<file path="config.mk">
export PLATFORM = sky130hd
export DESIGN_NAME = page_table_walker_top_flat
export DESIGN_NICKNAME = d
export VERILOG_FILES = /design/src/rtl/ptw_pkg.sv /design/src/rtl/ptw_item_if.sv /design/src/rtl/ptw_result_if.sv /design/src/rtl/ptw_front.sv /design/src/rtl/ptw_back.sv /design/src/rtl/page_table_walker_top.sv /design/src/flat_wrapper.sv
export SDC_FILE = /design/constraint.sdc
export NUM_CORES = 1
export LEC_CHECK = 0
export ABC_AREA = 1
export BUFFER_PORTS_ARGS = -buffer_cell sky130_fd_sc_hd__buf_2
export CAP_MARGIN = 20
export CELL_PAD_IN_SITES_DETAIL_PLACEMENT = 2
export CELL_PAD_IN_SITES_GLOBAL_PLACEMENT = 2
export CORE_UTILIZATION = 33
export CTS_CLUSTER_SIZE = 30
export DETAILED_ROUTE_END_ITERATION = 16
export GPL_TIMING_DRIVEN = 0
export MAX_ROUTING_LAYER = met4
export PLACE_DENSITY_LB_ADDON = 0.1
export SYNTH_ARGS = -nofsm -noshare
export SYNTH_HDL_FRONTEND = slang
export SYNTH_SLANG_ARGS = --single-unit
</file>
<file path="constraint.sdc">
create_clock -name clk -period 5.3 [get_ports clk]
set_input_delay 1.06 -clock clk [delete_from_list [all_inputs] [get_ports clk]]
set_output_delay 1.06 -clock clk [all_outputs]
set_load 0.005 [all_outputs]
</file>
<file path="src/rtl/ptw_pkg.sv">
package ptw_pkg;

	localparam int ADDR_BITS = 48;
	localparam int VA_W      = 48;
	localparam int PA_W      = 48;
	localparam int DESC_W    = 64;
	localparam int IDX_W     = 9;
	localparam int QUEUE_DEPTH = 2;

	// Descriptor output-address mask: bits ADDR_BITS-1 down to 12.
	localparam logic [63:0] ADDR_MASK64 = ((64'd1 << ADDR_BITS) - 64'd1) & ~64'hFFF;
	localparam logic [PA_W-1:0] ADDR_MASK = ADDR_MASK64[PA_W-1:0];

	localparam logic [PA_W-1:0] OFF_1G = 48'h0000_3FFF_FFFF;
	localparam logic [PA_W-1:0] OFF_2M = 48'h0000_001F_FFFF;
	localparam logic [PA_W-1:0] OFF_4K = 48'h0000_0000_0FFF;

	localparam int DESC_VALID_BIT = 0;
	localparam int DESC_TABLE_BIT = 1;

	// Input item kinds
	localparam logic KIND_XLATE = 1'b0;
	localparam logic KIND_DESC  = 1'b1;

	// Result kinds
	localparam logic RES_READ = 1'b0;
	localparam logic RES_DONE = 1'b1;

	// Block sizes
	localparam logic [1:0] BLK_4K = 2'd0;
	localparam logic [1:0] BLK_2M = 2'd1;
	localparam logic [1:0] BLK_1G = 2'd2;

	// Table levels
	localparam logic [1:0] LVL_0 = 2'd0;
	localparam logic [1:0] LVL_1 = 2'd1;
	localparam logic [1:0] LVL_2 = 2'd2;
	localparam logic [1:0] LVL_3 = 2'd3;

	// Classified item as it travels from the front to the back.
	// addr holds root_table for a translate request, descriptor[47:0] plus
	// the control bits for a descriptor response.
	typedef struct packed {
		logic            kind;
		logic [PA_W-1:0] addr;
		logic [VA_W-1:0] virt;
	} ptw_item_t;

endpackage

</file>
<file path="src/rtl/ptw_item_if.sv">
interface ptw_item_if;
	logic                       valid;
	logic                       ready;
	logic                       kind;
	logic [ptw_pkg::PA_W-1:0]   root_table;
	logic [ptw_pkg::VA_W-1:0]   vaddr;
	logic [ptw_pkg::DESC_W-1:0] descriptor;

	modport source (output valid, kind, root_table, vaddr, descriptor, input ready);
	modport sink (input valid, kind, root_table, vaddr, descriptor, output ready);
endinterface

</file>
<file path="src/rtl/ptw_result_if.sv">
interface ptw_result_if;
	logic                     valid;
	logic                     ready;
	logic                     kind_res;
	logic [ptw_pkg::PA_W-1:0] read_addr;
	logic [ptw_pkg::PA_W-1:0] paddr;
	logic                     fault;
	logic [1:0]               block_size;
	logic [1:0]               level_reached;

	modport source (output valid, kind_res, read_addr, paddr, fault, block_size,
		level_reached, input ready);
	modport sink (input valid, kind_res, read_addr, paddr, fault, block_size,
		level_reached, output ready);
endinterface

</file>
<file path="src/rtl/ptw_front.sv">
module ptw_front (
	input  logic               clk,
	input  logic               arst_n,
	ptw_item_if.sink           item,
	output ptw_pkg::ptw_item_t head,
	output logic               head_valid,
	input  logic               head_pop
);

	localparam int PTR_W = $clog2(ptw_pkg::QUEUE_DEPTH);
	localparam int CNT_W = $clog2(ptw_pkg::QUEUE_DEPTH + 1);

	ptw_pkg::ptw_item_t entry_q [ptw_pkg::QUEUE_DEPTH];
	logic [PTR_W-1:0]   wr_ptr_q;
	logic [PTR_W-1:0]   rd_ptr_q;
	logic [CNT_W-1:0]   count_q;
	ptw_pkg::ptw_item_t classified;
	logic               push;
	logic               pop;

	// Keep only the fields the back end needs for each kind.
	always_comb begin
		classified.kind = item.kind;
		classified.virt = item.vaddr;
		if (item.kind == ptw_pkg::KIND_XLATE) begin
			classified.addr = item.root_table;
		end else begin
			classified.addr = item.descriptor[ptw_pkg::PA_W-1:0];
		end
	end

	assign item.ready = (count_q != CNT_W'(ptw_pkg::QUEUE_DEPTH));
	assign push       = item.valid && item.ready;
	assign head_valid = (count_q != '0);
	assign pop        = head_pop && head_valid;
	assign head       = entry_q[rd_ptr_q];

	always_ff @(posedge clk) begin
		if (push) begin
			entry_q[wr_ptr_q] <= classified;
		end
	end

	always_ff @(posedge clk or negedge arst_n) begin
		if (!arst_n) begin
			wr_ptr_q <= '0;
			rd_ptr_q <= '0;
			count_q  <= '0;
		end else begin
			if (push) begin
				wr_ptr_q <= (wr_ptr_q == PTR_W'(ptw_pkg::QUEUE_DEPTH - 1)) ? '0 : wr_ptr_q + 1'b1;
			end
			if (pop) begin
				rd_ptr_q <= (rd_ptr_q == PTR_W'(ptw_pkg::QUEUE_DEPTH - 1)) ? '0 : rd_ptr_q + 1'b1;
			end
			if (push && !pop) begin
				count_q <= count_q + 1'b1;
			end else if (pop && !push) begin
				count_q <= count_q - 1'b1;
			end
		end
	end

endmodule

</file>
<file path="src/rtl/ptw_back.sv">
module ptw_back (
	input  logic                  clk,
	input  logic                  arst_n,
	input  ptw_pkg::ptw_item_t    head,
	input  logic                  head_valid,
	output logic                  head_pop,
	ptw_result_if.source          result
);

	logic                      busy_q;
	logic [1:0]                walk_level_q;
	logic [ptw_pkg::VA_W-1:0]  saved_virt_q;

	logic                      out_valid_q;
	logic                      kind_res_q;
	logic [ptw_pkg::PA_W-1:0]  read_addr_q;
	logic [ptw_pkg::PA_W-1:0]  paddr_q;
	logic                      fault_q;
	logic [1:0]                block_size_q;
	logic [1:0]                level_reached_q;

	logic                      slot_free;
	logic                      has_res;
	logic                      fire;
	logic                      res_kind;
	logic [ptw_pkg::PA_W-1:0]  res_read;
	logic [ptw_pkg::PA_W-1:0]  res_phys;
	logic                      res_fault;
	logic [1:0]                res_blk;
	logic [1:0]                res_lvl;
	logic                      nxt_busy;
	logic [1:0]                nxt_level;
	logic [ptw_pkg::VA_W-1:0]  nxt_virt;

	logic [ptw_pkg::PA_W-1:0]  base;
	logic [ptw_pkg::PA_W-1:0]  tbl;
	logic [ptw_pkg::VA_W-1:0]  idx_virt;
	logic [1:0]                idx_level;
	logic [ptw_pkg::IDX_W-1:0] idx;
	logic [ptw_pkg::PA_W-1:0]  entry_addr;

	assign base = head.addr & ptw_pkg::ADDR_MASK;

	// Pick the 9-bit table index for the level being looked up.
	always_comb begin
		unique case (idx_level)
			ptw_pkg::LVL_0: idx = idx_virt[47:39];
			ptw_pkg::LVL_1: idx = idx_virt[38:30];
			ptw_pkg::LVL_2: idx = idx_virt[29:21];
			default:        idx = idx_virt[20:12];
		endcase
	end

	assign entry_addr = tbl + {{(ptw_pkg::PA_W - ptw_pkg::IDX_W - 3){1'b0}}, idx, 3'b000};

	always_comb begin
		has_res   = 1'b0;
		res_kind  = ptw_pkg::RES_READ;
		res_read  = '0;
		res_phys  = '0;
		res_fault = 1'b0;
		res_blk   = ptw_pkg::BLK_4K;
		res_lvl   = ptw_pkg::LVL_0;
		nxt_busy  = busy_q;
		nxt_level = walk_level_q;
		nxt_virt  = saved_virt_q;
		tbl       = base;
		idx_virt  = saved_virt_q;
		idx_level = walk_level_q + 1'b1;
		if (head.kind == ptw_pkg::KIND_XLATE) begin
			tbl       = head.addr;
			idx_virt  = head.virt;
			idx_level = ptw_pkg::LVL_0;
			if (!busy_q) begin
				has_res   = 1'b1;
				res_read  = entry_addr;
				nxt_busy  = 1'b1;
				nxt_level = ptw_pkg::LVL_0;
				nxt_virt  = head.virt;
			end
		end else if (busy_q) begin
			has_res = 1'b1;
			if (!head.addr[ptw_pkg::DESC_VALID_BIT]) begin
				res_kind  = ptw_pkg::RES_DONE;
				res_fault = 1'b1;
				res_lvl   = walk_level_q;
				nxt_busy  = 1'b0;
			end else if (walk_level_q == ptw_pkg::LVL_1 && !head.addr[ptw_pkg::DESC_TABLE_BIT]) begin
				res_kind = ptw_pkg::RES_DONE;
				res_phys = base | (saved_virt_q & ptw_pkg::OFF_1G);
				res_blk  = ptw_pkg::BLK_1G;
				res_lvl  = walk_level_q;
				nxt_busy = 1'b0;
			end else if (walk_level_q == ptw_pkg::LVL_2 && !head.addr[ptw_pkg::DESC_TABLE_BIT]) begin
				res_kind = ptw_pkg::RES_DONE;
				res_phys = base | (saved_virt_q & ptw_pkg::OFF_2M);
				res_blk  = ptw_pkg::BLK_2M;
				res_lvl  = walk_level_q;
				nxt_busy = 1'b0;
			end else if (walk_level_q == ptw_pkg::LVL_3) begin
				res_kind = ptw_pkg::RES_DONE;
				res_phys = base | (saved_virt_q & ptw_pkg::OFF_4K);
				res_blk  = ptw_pkg::BLK_4K;
				res_lvl  = walk_level_q;
				nxt_busy = 1'b0;
			end else begin
				res_read  = entry_addr;
				nxt_level = walk_level_q + 1'b1;
			end
		end
	end

	assign slot_free = !out_valid_q || result.ready;
	assign head_pop  = head_valid && (slot_free || !has_res);
	assign fire      = head_pop;

	always_ff @(posedge clk or negedge arst_n) begin
		if (!arst_n) begin
			busy_q       <= 1'b0;
			walk_level_q <= ptw_pkg::LVL_0;
			saved_virt_q <= '0;
			out_valid_q  <= 1'b0;
		end else begin
			if (fire) begin
				busy_q       <= nxt_busy;
				walk_level_q <= nxt_level;
				saved_virt_q <= nxt_virt;
			end
			if (fire && has_res) begin
				out_valid_q <= 1'b1;
			end else if (result.ready) begin
				out_valid_q <= 1'b0;
			end
		end
	end

	always_ff @(posedge clk) begin
		if (fire && has_res) begin
			kind_res_q      <= res_kind;
			read_addr_q     <= res_read;
			paddr_q         <= res_phys;
			fault_q         <= res_fault;
			block_size_q    <= res_blk;
			level_reached_q <= res_lvl;
		end
	end

	assign result.valid         = out_valid_q;
	assign result.kind_res      = kind_res_q;
	assign result.read_addr     = read_addr_q;
	assign result.paddr         = paddr_q;
	assign result.fault         = fault_q;
	assign result.block_size    = block_size_q;
	assign result.level_reached = level_reached_q;

endmodule

</file>
<file path="src/rtl/page_table_walker_top.sv">
// An accepted transaction is written into the queue; the output register holds its result.
// Throughput: one transaction per cycle unless results stall; a two-entry queue and an
// output register decouple both sides; the descriptor step (a 48-bit add) sets cycle time.
// Reset (arst_n low, asynchronous): walker idle at level 0, queue and output emptied.
module page_table_walker_top (
	input  logic          clk,
	input  logic          arst_n,
	ptw_item_if.sink      item,
	ptw_result_if.source  result
);

	// Queue head travelling from the intake side to the walk engine
	ptw_pkg::ptw_item_t     head;
	logic                   head_valid;
	logic                   head_pop;

	// Front: accept every transaction, strip it to the fields its kind uses, queue it
	ptw_front u_front (
		.clk        (clk),
		.arst_n     (arst_n),
		.item       (item),
		.head       (head),
		.head_valid (head_valid),
		.head_pop   (head_pop)
	);

	// Back: hold the walk state, drop stray transactions, advance one level per descriptor
	ptw_back u_back (
		.clk        (clk),
		.arst_n     (arst_n),
		.head       (head),
		.head_valid (head_valid),
		.head_pop   (head_pop),
		.result     (result)
	);

endmodule

</file>
<file path="src/flat_wrapper.sv">
// flat-port wrapper written by rule: the top's interface ports become plain ports
module page_table_walker_top_flat 
  (clk, arst_n, item_valid, item_kind, item_root_table, item_vaddr, item_descriptor, item_ready, result_valid, result_kind_res, result_read_addr, result_paddr, result_fault, result_block_size, result_level_reached, result_ready);
  ptw_item_if item_i ();
  ptw_result_if result_i ();
  input  logic clk;
  input  logic arst_n;
  input wire logic [$bits(item_i.valid)-1:0] item_valid;
  input wire logic [$bits(item_i.kind)-1:0] item_kind;
  input wire logic [$bits(item_i.root_table)-1:0] item_root_table;
  input wire logic [$bits(item_i.vaddr)-1:0] item_vaddr;
  input wire logic [$bits(item_i.descriptor)-1:0] item_descriptor;
  output wire logic [$bits(item_i.ready)-1:0] item_ready;
  output wire logic [$bits(result_i.valid)-1:0] result_valid;
  output wire logic [$bits(result_i.kind_res)-1:0] result_kind_res;
  output wire logic [$bits(result_i.read_addr)-1:0] result_read_addr;
  output wire logic [$bits(result_i.paddr)-1:0] result_paddr;
  output wire logic [$bits(result_i.fault)-1:0] result_fault;
  output wire logic [$bits(result_i.block_size)-1:0] result_block_size;
  output wire logic [$bits(result_i.level_reached)-1:0] result_level_reached;
  input wire logic [$bits(result_i.ready)-1:0] result_ready;
  assign item_i.valid = item_valid;
  assign item_i.kind = item_kind;
  assign item_i.root_table = item_root_table;
  assign item_i.vaddr = item_vaddr;
  assign item_i.descriptor = item_descriptor;
  assign item_ready = item_i.ready;
  assign result_valid = result_i.valid;
  assign result_kind_res = result_i.kind_res;
  assign result_read_addr = result_i.read_addr;
  assign result_paddr = result_i.paddr;
  assign result_fault = result_i.fault;
  assign result_block_size = result_i.block_size;
  assign result_level_reached = result_i.level_reached;
  assign result_i.ready = result_ready;
  page_table_walker_top u_core (.clk(clk), .arst_n(arst_n), .item(item_i), .result(result_i));
endmodule
</file>
==> results of run 1 <==
[per-stage QoR]
stage	setup WS (ps)	power (µW)
finish	530.0	12630
global route	116.2	13440
CTS	219.7	12830
detailed placement	274.3	10060
global placement	-1489	9705
floorplan	573.6	7705
[power by group]
| group | switching [µW] | total (µW) | internal, µW |
|---|---|---|---|
| clock network | 1130 | 2700 | 1570 |
| logic | 3680 | 5210 | 1530 |
| registers | 398 | 4720 | 4320 |
| total | 5210 | 12600 | 7420 |
[cell families (layout without fill, tap and decap cells)]
| group | Yosys count | after routing | share of synthesized area [%] |
|---|---|---|---|
| AOI/OAI and AO/OA | 134 | 134 | 5.218 |
| other | 0 | 2 | 0 |
| buffers and inverters | 154 | 486 | 4.360 |
| muxes | 50 | 50 | 3.526 |
| and+or+nand+nor | 751 | 751 | 19.71 |
| xor gates and xnor gates | 21 | 21 | 1.157 |
| DFF | 352 | 352 | 64.72 |
| adders and majority gates | 16 | 16 | 1.306 |
[synth_stat cells (2+ instances only)]
cell / instances / area, µm²
clkbuf_1: 26 / 97.59
mux2_2: 48 / 540.5
nand2_2: 35 / 219.0
nor2_4: 5 / 56.30
mux2i_1: 2 / 20.02
buf_2: 6 / 30.03
xor2_1: 16 / 140.1
dfrtp_1: 56 / 1401
o311ai_0: 2 / 17.52
buf_8: 2 / 30.03
a21oi_1: 33 / 165.2
buf_4: 7 / 52.55
nor3_1: 5 / 25.02
o31ai_1: 39 / 292.8
edfxtp_1: 296 / 8889
o211ai_1: 3 / 22.52
buf_1: 3 / 11.26
buf_6: 5 / 56.30
ha_1: 15 / 187.7
o21ai_0: 37 / 185.2
nand3_1: 42 / 210.2
a31oi_1: 10 / 62.56
nor2_1: 228 / 855.8
or2_2: 3 / 18.77
o22ai_1: 2 / 12.51
nand2_1: 397 / 1490
nor2_2: 18 / 112.6
inv_1: 98 / 367.9
o221ai_1: 2 / 17.52
clkinv_1: 2 / 7.510
nand4_1: 12 / 75.07
xnor2_1: 5 / 43.79
nand2_4: 3 / 33.78
inv_2: 3 / 11.26
[cell type report]
type                       count  share of cell area (%)
multi-input combinational    972                   25.39
clock inverter                10                  0.5728
antenna                        2                 0.02574
sequential                   352                   52.93
buffer                        49                   1.512
timing repair buffer         261                   7.581
clock buffer                  62                   5.985
tap                          615                   3.958
inverter                     104                   2.046
[layer usage]
metal | vias up | GRT usage, % | wire length, µm
li1 | 5589 | - | -
met1 | 5926 | 27.38 | 22760
met2 | 228 | 38.78 | 26900
met3 | 79 | 2.677 | 1717
met4 | 0 | 7.146 | 1517
met5 | - | - | 0
[sequential cells by signal, summed over array words and instances, names as in the netlist]
signal,count
u_core.u_front.entry_q,194
u_core.u_back.result.paddr,48
u_core.u_back.result.read_addr,48
u_core.u_back.saved_virt_q,48
u_core.u_back.result.block_size,2
u_core.u_back.result.level_reached,2
u_core.u_back.walk_level_q,2
u_core.u_front.count_q,2
u_core.u_back.busy_q,1
u_core.u_back.result.fault,1
u_core.u_back.result.kind_res,1
u_core.u_back.result.valid,1
u_core.u_front.rd_ptr_q,1
u_core.u_front.wr_ptr_q,1
[worst max-delay path, cell delays in order, from the launching register on]
cell,delay (ps)
dfrtp_1,370
clkbuf_1,330
inv_1,320
ha_1,390
inv_1,230
nand2_1,290
a21oi_1,240
o21ai_0,120
nand2_1,150
inv_1,60
ha_1,260
fa_1,500
nand2_1,130
nand3_1,110
nand3_1,110
nand2_1,180
nand2_1,160
nand2_2,160
nand2_2,160
xor2_1,160
nor2_1,70
[worst max path at each step]
stage          slack, ps                            endpoint  cells after the start                     startpoint
6_report             530  u_core.u_back.result.read_addr[31]                     20  u_core.u_back.walk_level_q[0]
5_1_grt              120  u_core.u_back.result.read_addr[31]                     20  u_core.u_back.walk_level_q[0]
4_1_cts              220  u_core.u_back.result.read_addr[39]                     20  u_core.u_back.walk_level_q[0]
3_5_place_dp         270  u_core.u_back.result.read_addr[39]                     20  u_core.u_back.walk_level_q[0]
3_3_place_gp       -1490       u_core.u_back.walk_level_q[0]                     15        u_core.u_front.rd_ptr_q
2_1_floorplan        570       u_core.u_back.walk_level_q[0]                     15        u_core.u_front.rd_ptr_q
==> flow_summary.toml, run 1 <==
[run_status]
outcome = "finished, final reports clean"

[sta]
final.setup_skew_ps = 22.92
setup_viol = 0
min_period_ps = 4770
max_freq_mhz = 209.6
hold_viol = 0
rsz0062_at_grt = "false"
worst_pin_slew_ps = 1069
worst_hold_slack_ps = 485.2
maxSlewViolCount = 0
fin_crit_sh_pct = 90.00
relSlewSlack_pct = 28.75
setup_tns_ps = 0

[routing]
drt-total-wl_um = 52890
drtPass1Iterations = 4
viasPerCell = 4.871
ant_nets = 0
drc = 0
drt_iter0_markers = 539
via_count = 11822
wl_per_cell_um = 21.79

[synth]
postSynthAreaPerCell_um2 = 10.76
synth_edf_count = 296
yosys_warnings = 0
synth_cell_types = 46
syn_nets = 1659
synth_area_um2 = 15900
yosysSeqAreaShare_pct = 64.72
synthFlopType = "edfxtp_1"
async_flop_share_pct = 15.91
synth_seq_cells = 352
syn_inst = 1478

[placed_design]
placed_cells = 2354
portBuffers = 252
place_area_um2 = 18160
place.gp.congestion = 0.8269
hpwlAfterDp_um = 40640

[worst_setup_path]
required_ps = 5620
r2r-start = "u_core.u_back.walk_level_q[0]"
r2r_slack_ps = 530
end_kind = "flop"
r2r_end = "u_core.u_back.result.read_addr[31]"
startpoint_type = "flop"
cp_max_fo = 13
critPathArrivalTime_ps = 5090
path_class = "flop to flop"
reg2reg_depth = 20

[floorplanning]
floorplan.rows = 80
fp.coreArea_um2 = 47650
dieArea_um2 = 49060
die_width_um = 221.5
initial_core_util_pct = 33.37
die_h_um = 221.5
ios = 269

[global_routing]
antenna_found_initial = 3
track_usage_pct = 22.44
grt_pass1_vias = 13131
grt.overflow.total = 0
grt_pass1_wl_um = 79620
grt_max_degree = 57

[finish]
multi_input_area_um2 = 4937
instances_no_fill = 2427
layout_common_cells = "nand2_1 (397), edfxtp_1 (296), buf_2 (257), nor2_1 (226), inv_1 (97)"
nets = 1961
final_common_cell = "nand2_1"
layout-drive-gt1-share_pct = 25.47
areaGrowthSynthToFinish_pct = 22.29
final_area_um2 = 19440
final-seq-area_um2 = 10290
final_util_pct = 40.81
fillers = 5127

[clocking]
clock-root-buffer = "clkbuf_16"
cts_hold_buf = 0
cts_resized = 0
cts_tree = "done"
cts_buffers = 40
cts_setup_buffers = 0
clk_path_buf_depth = 3
clock-sinks = 352
insertion_delay_ps = 570
ctsHtreeMaxLevel = 2
cts.reportedPaths.clkPinSlew_ps = 60

[hold_path]
hold_end = "u_core.u_back.saved_virt_q[9]"
hold_depth = 2
hp-class = "flop to flop"
min_from = "u_core.u_back.saved_virt_q[9]"

[power]
p_leak_uw = 0.008038
power.density_nw_per_um2 = 649.5
irDropWorstVdd_uv = 350.7

[run]
cap_violations = 0
No activity file was read; power rests on OpenSTA's default activity.
==> run 2: changes to the inputs <==
--- a/config.mk
+++ b/config.mk
@@ -10,6 +10,7 @@
 export CAP_MARGIN = 20
 export CELL_PAD_IN_SITES_DETAIL_PLACEMENT = 2
 export CELL_PAD_IN_SITES_GLOBAL_PLACEMENT = 2
+export CORE_ASPECT_RATIO = 0.6
 export CORE_UTILIZATION = 33
 export CTS_CLUSTER_SIZE = 30
 export DETAILED_ROUTE_END_ITERATION = 16
==> run 2 against run 1 <==
  * Critical path depth rose by 1
  * Combinational power is 3% higher
  * Global-route usage up 1.1 points
  * Cell area fell by 1.0%
  * Clock skew fell by 9.8 ps
  * Total power shrank 0.16%
  * Wire length is 5.9% higher
  * Critical path type unchanged
  * Largest cell class unchanged
==> flow_summary.toml, run 2 (synthesis results as in run 1) <==
[run_status]
outcome = "finished, final reports clean"

[finish]
layout_common_cells = "nand2_1 (397), edfxtp_1 (296), buf_2 (257), nor2_1 (226), inv_1 (97)"
nets = 1956
areaGrowthSynthToFinish_pct = 21.02
final_util_pct = 40.99
layout-drive-gt1-share_pct = 25.17
largest_reg_flops = 194
final_area_um2 = 19240
final_common_cell = "nand2_1"
fillers = 5034
top_register = "u_core.u_front.entry_q"

[routing]
drt_iter0_markers = 737
drtPass1Iterations = 7
wl_per_cell_um = 23.03
via_count = 12016
drt-total-wl_um = 56000
viasPerCell = 4.943
ant_nets = 0
drc = 0

[worst_setup_path]
path_class = "flop to flop"
required_ps = 5590
path_cells = "clkbuf_1, inv_1, clkbuf_1, ha_1, inv_1, nand2_1, a21oi_1, o21ai_0, nand2_1, inv_1, ha_1, fa_1, nand2_1, nand3_1, nand3_1, nand2_1, nand2_1, nand2_2, nand2_2, xor2_1, nor2_1"
path_buf_inv = 5
critPathArrivalTime_ps = 5140
cp_max_fo = 10
r2r_slack_ps = 450
startpoint_type = "flop"
cp_common_cell = "nand2_1"
slowest_delay_ps = 510
cp_top_family = "simple AND/OR/NAND/NOR gates"
critical_path.slowest_cell = "fa_1"
end_kind = "flop"

[clocking]
clock-sinks = 352
cts.reportedPaths.clkPinSlew_ps = 70
cts_buffers = 36
cts_tree = "done"
insertion_delay_ps = 550
clock-root-buffer = "clkbuf_16"
ctsHtreeMaxLevel = 2
clk_path_buf_depth = 3
cts_hold_buf = 0

[power]
total_power_uw = 12610
power.density_nw_per_um2 = 655.2
p_leak_uw = 0.007940
irDropWorstVdd_uv = 324.3

[sta]
worst_hold_slack_ps = 488.1
maxSlewViolCount = 0
relSlewSlack_pct = 29.35
fin_ws_ps = 449.5
worst_pin_slew_ps = 1060
setup_viol = 0
final.setup_skew_ps = 13.15
max_freq_mhz = 206.2
rsz0062_at_grt = "false"
fin_crit_sh_pct = 91.52
min_period_ps = 4851
hold_viol = 0

[floorplanning]
die_h_um = 172.0
ios = 269
floorplan.rows = 61
dieArea_um2 = 49090
die_width_um = 285.4
fp.coreArea_um2 = 46940
initial_core_util_pct = 33.87

[global_routing]
grt_pass1_wl_um = 81990
grt_pass1_vias = 12780
grt_max_degree = 60
grt.overflow.total = 0
antenna_found_initial = 1
track_usage_pct = 23.56

[run]
cap_violations = 0

[placed_design]
dpl_worst_slack_ps = 339.8
place_area_um2 = 18120
place.gp.congestion = 0.8921
hpwlAfterDp_um = 42860
portBuffers = 252

[hold_path]
hp-class = "flop to flop"
==> run 2: cell count changes in the layout (fill, tap and decap cells not counted), sizes merged <==
cell,change
clkbuf,-17
diode,-1
bufinv,+1
buf,-2
clkinv,+7
inv,+1
==> run 2: stage by stage <==
step                      cells  setup TNS (ps)
after floorplan            1478               0
after global placement     2360         -270030
after detailed placement   2367               0
after CTS                  2430               0
after global routing       2431               0
final                      2431               0
==> run 2: final timing paths <==
| check | from | endpoint | cells after the start |
|---|---|---|---|
| max in group asynchronous | arst_n | u_core.u_front.count_q[1] | 1 |
| max reg2reg | u_core.u_back.walk_level_q[0] | u_core.u_back.result.read_addr[31] | 21 |
| min | u_core.u_front.count_q[0] | u_core.u_front.count_q[0] | 1 |
| min reg2reg | u_core.u_front.count_q[0] | u_core.u_front.count_q[0] | 1 |
| max | u_core.u_back.walk_level_q[0] | u_core.u_back.result.read_addr[31] | 21 |
| min in group asynchronous | arst_n | u_core.u_back.saved_virt_q[1] | 1 |
==> run 2: final cells by class <==
type / count / area [µm²] / share of cell area (%)
sequential: 352 / 10290 / 53.48
inverter: 104 / 397.9 / 2.068
timing repair buffer: 259 / 1411 / 7.335
antenna: 1 / 2.502 / 0.01301
clock inverter: 19 / 165.2 / 0.8584
buffer: 50 / 297.8 / 1.548
tap: 630 / 788.3 / 4.097
multi-input combinational: 972 / 4937 / 25.66
clock buffer: 44 / 950.9 / 4.942
==> run 2: power breakdown <==
part	switching, µW	internal (µW)	total (µW)
registers	424	4320	4740
clock network	1120	1380	2500
logic	3850	1510	5360
total	5390	7210	12600
==> run 2: routing by layer <==
| metal | up-vias | wire [µm] | GRT usage [%] | part of all wire (%) |
|---|---|---|---|---|
| met5 | - | 0 | - | 0 |
| li1 | 5580 | - | - | - |
| met1 | 6122 | 27960 | 34.17 | 50 |
| met2 | 260 | 24560 | 35.09 | 44 |
| met3 | 54 | 2627 | 3.694 | 4.7 |
| met4 | 0 | 853 | 4.232 | 1.5 |
==> run 2: what timing repair did <==
action,4_1_cts,5_1_grt
endpoints found under the setup margin,0,3
gates resized for setup,0,1
buffers inserted,0,0
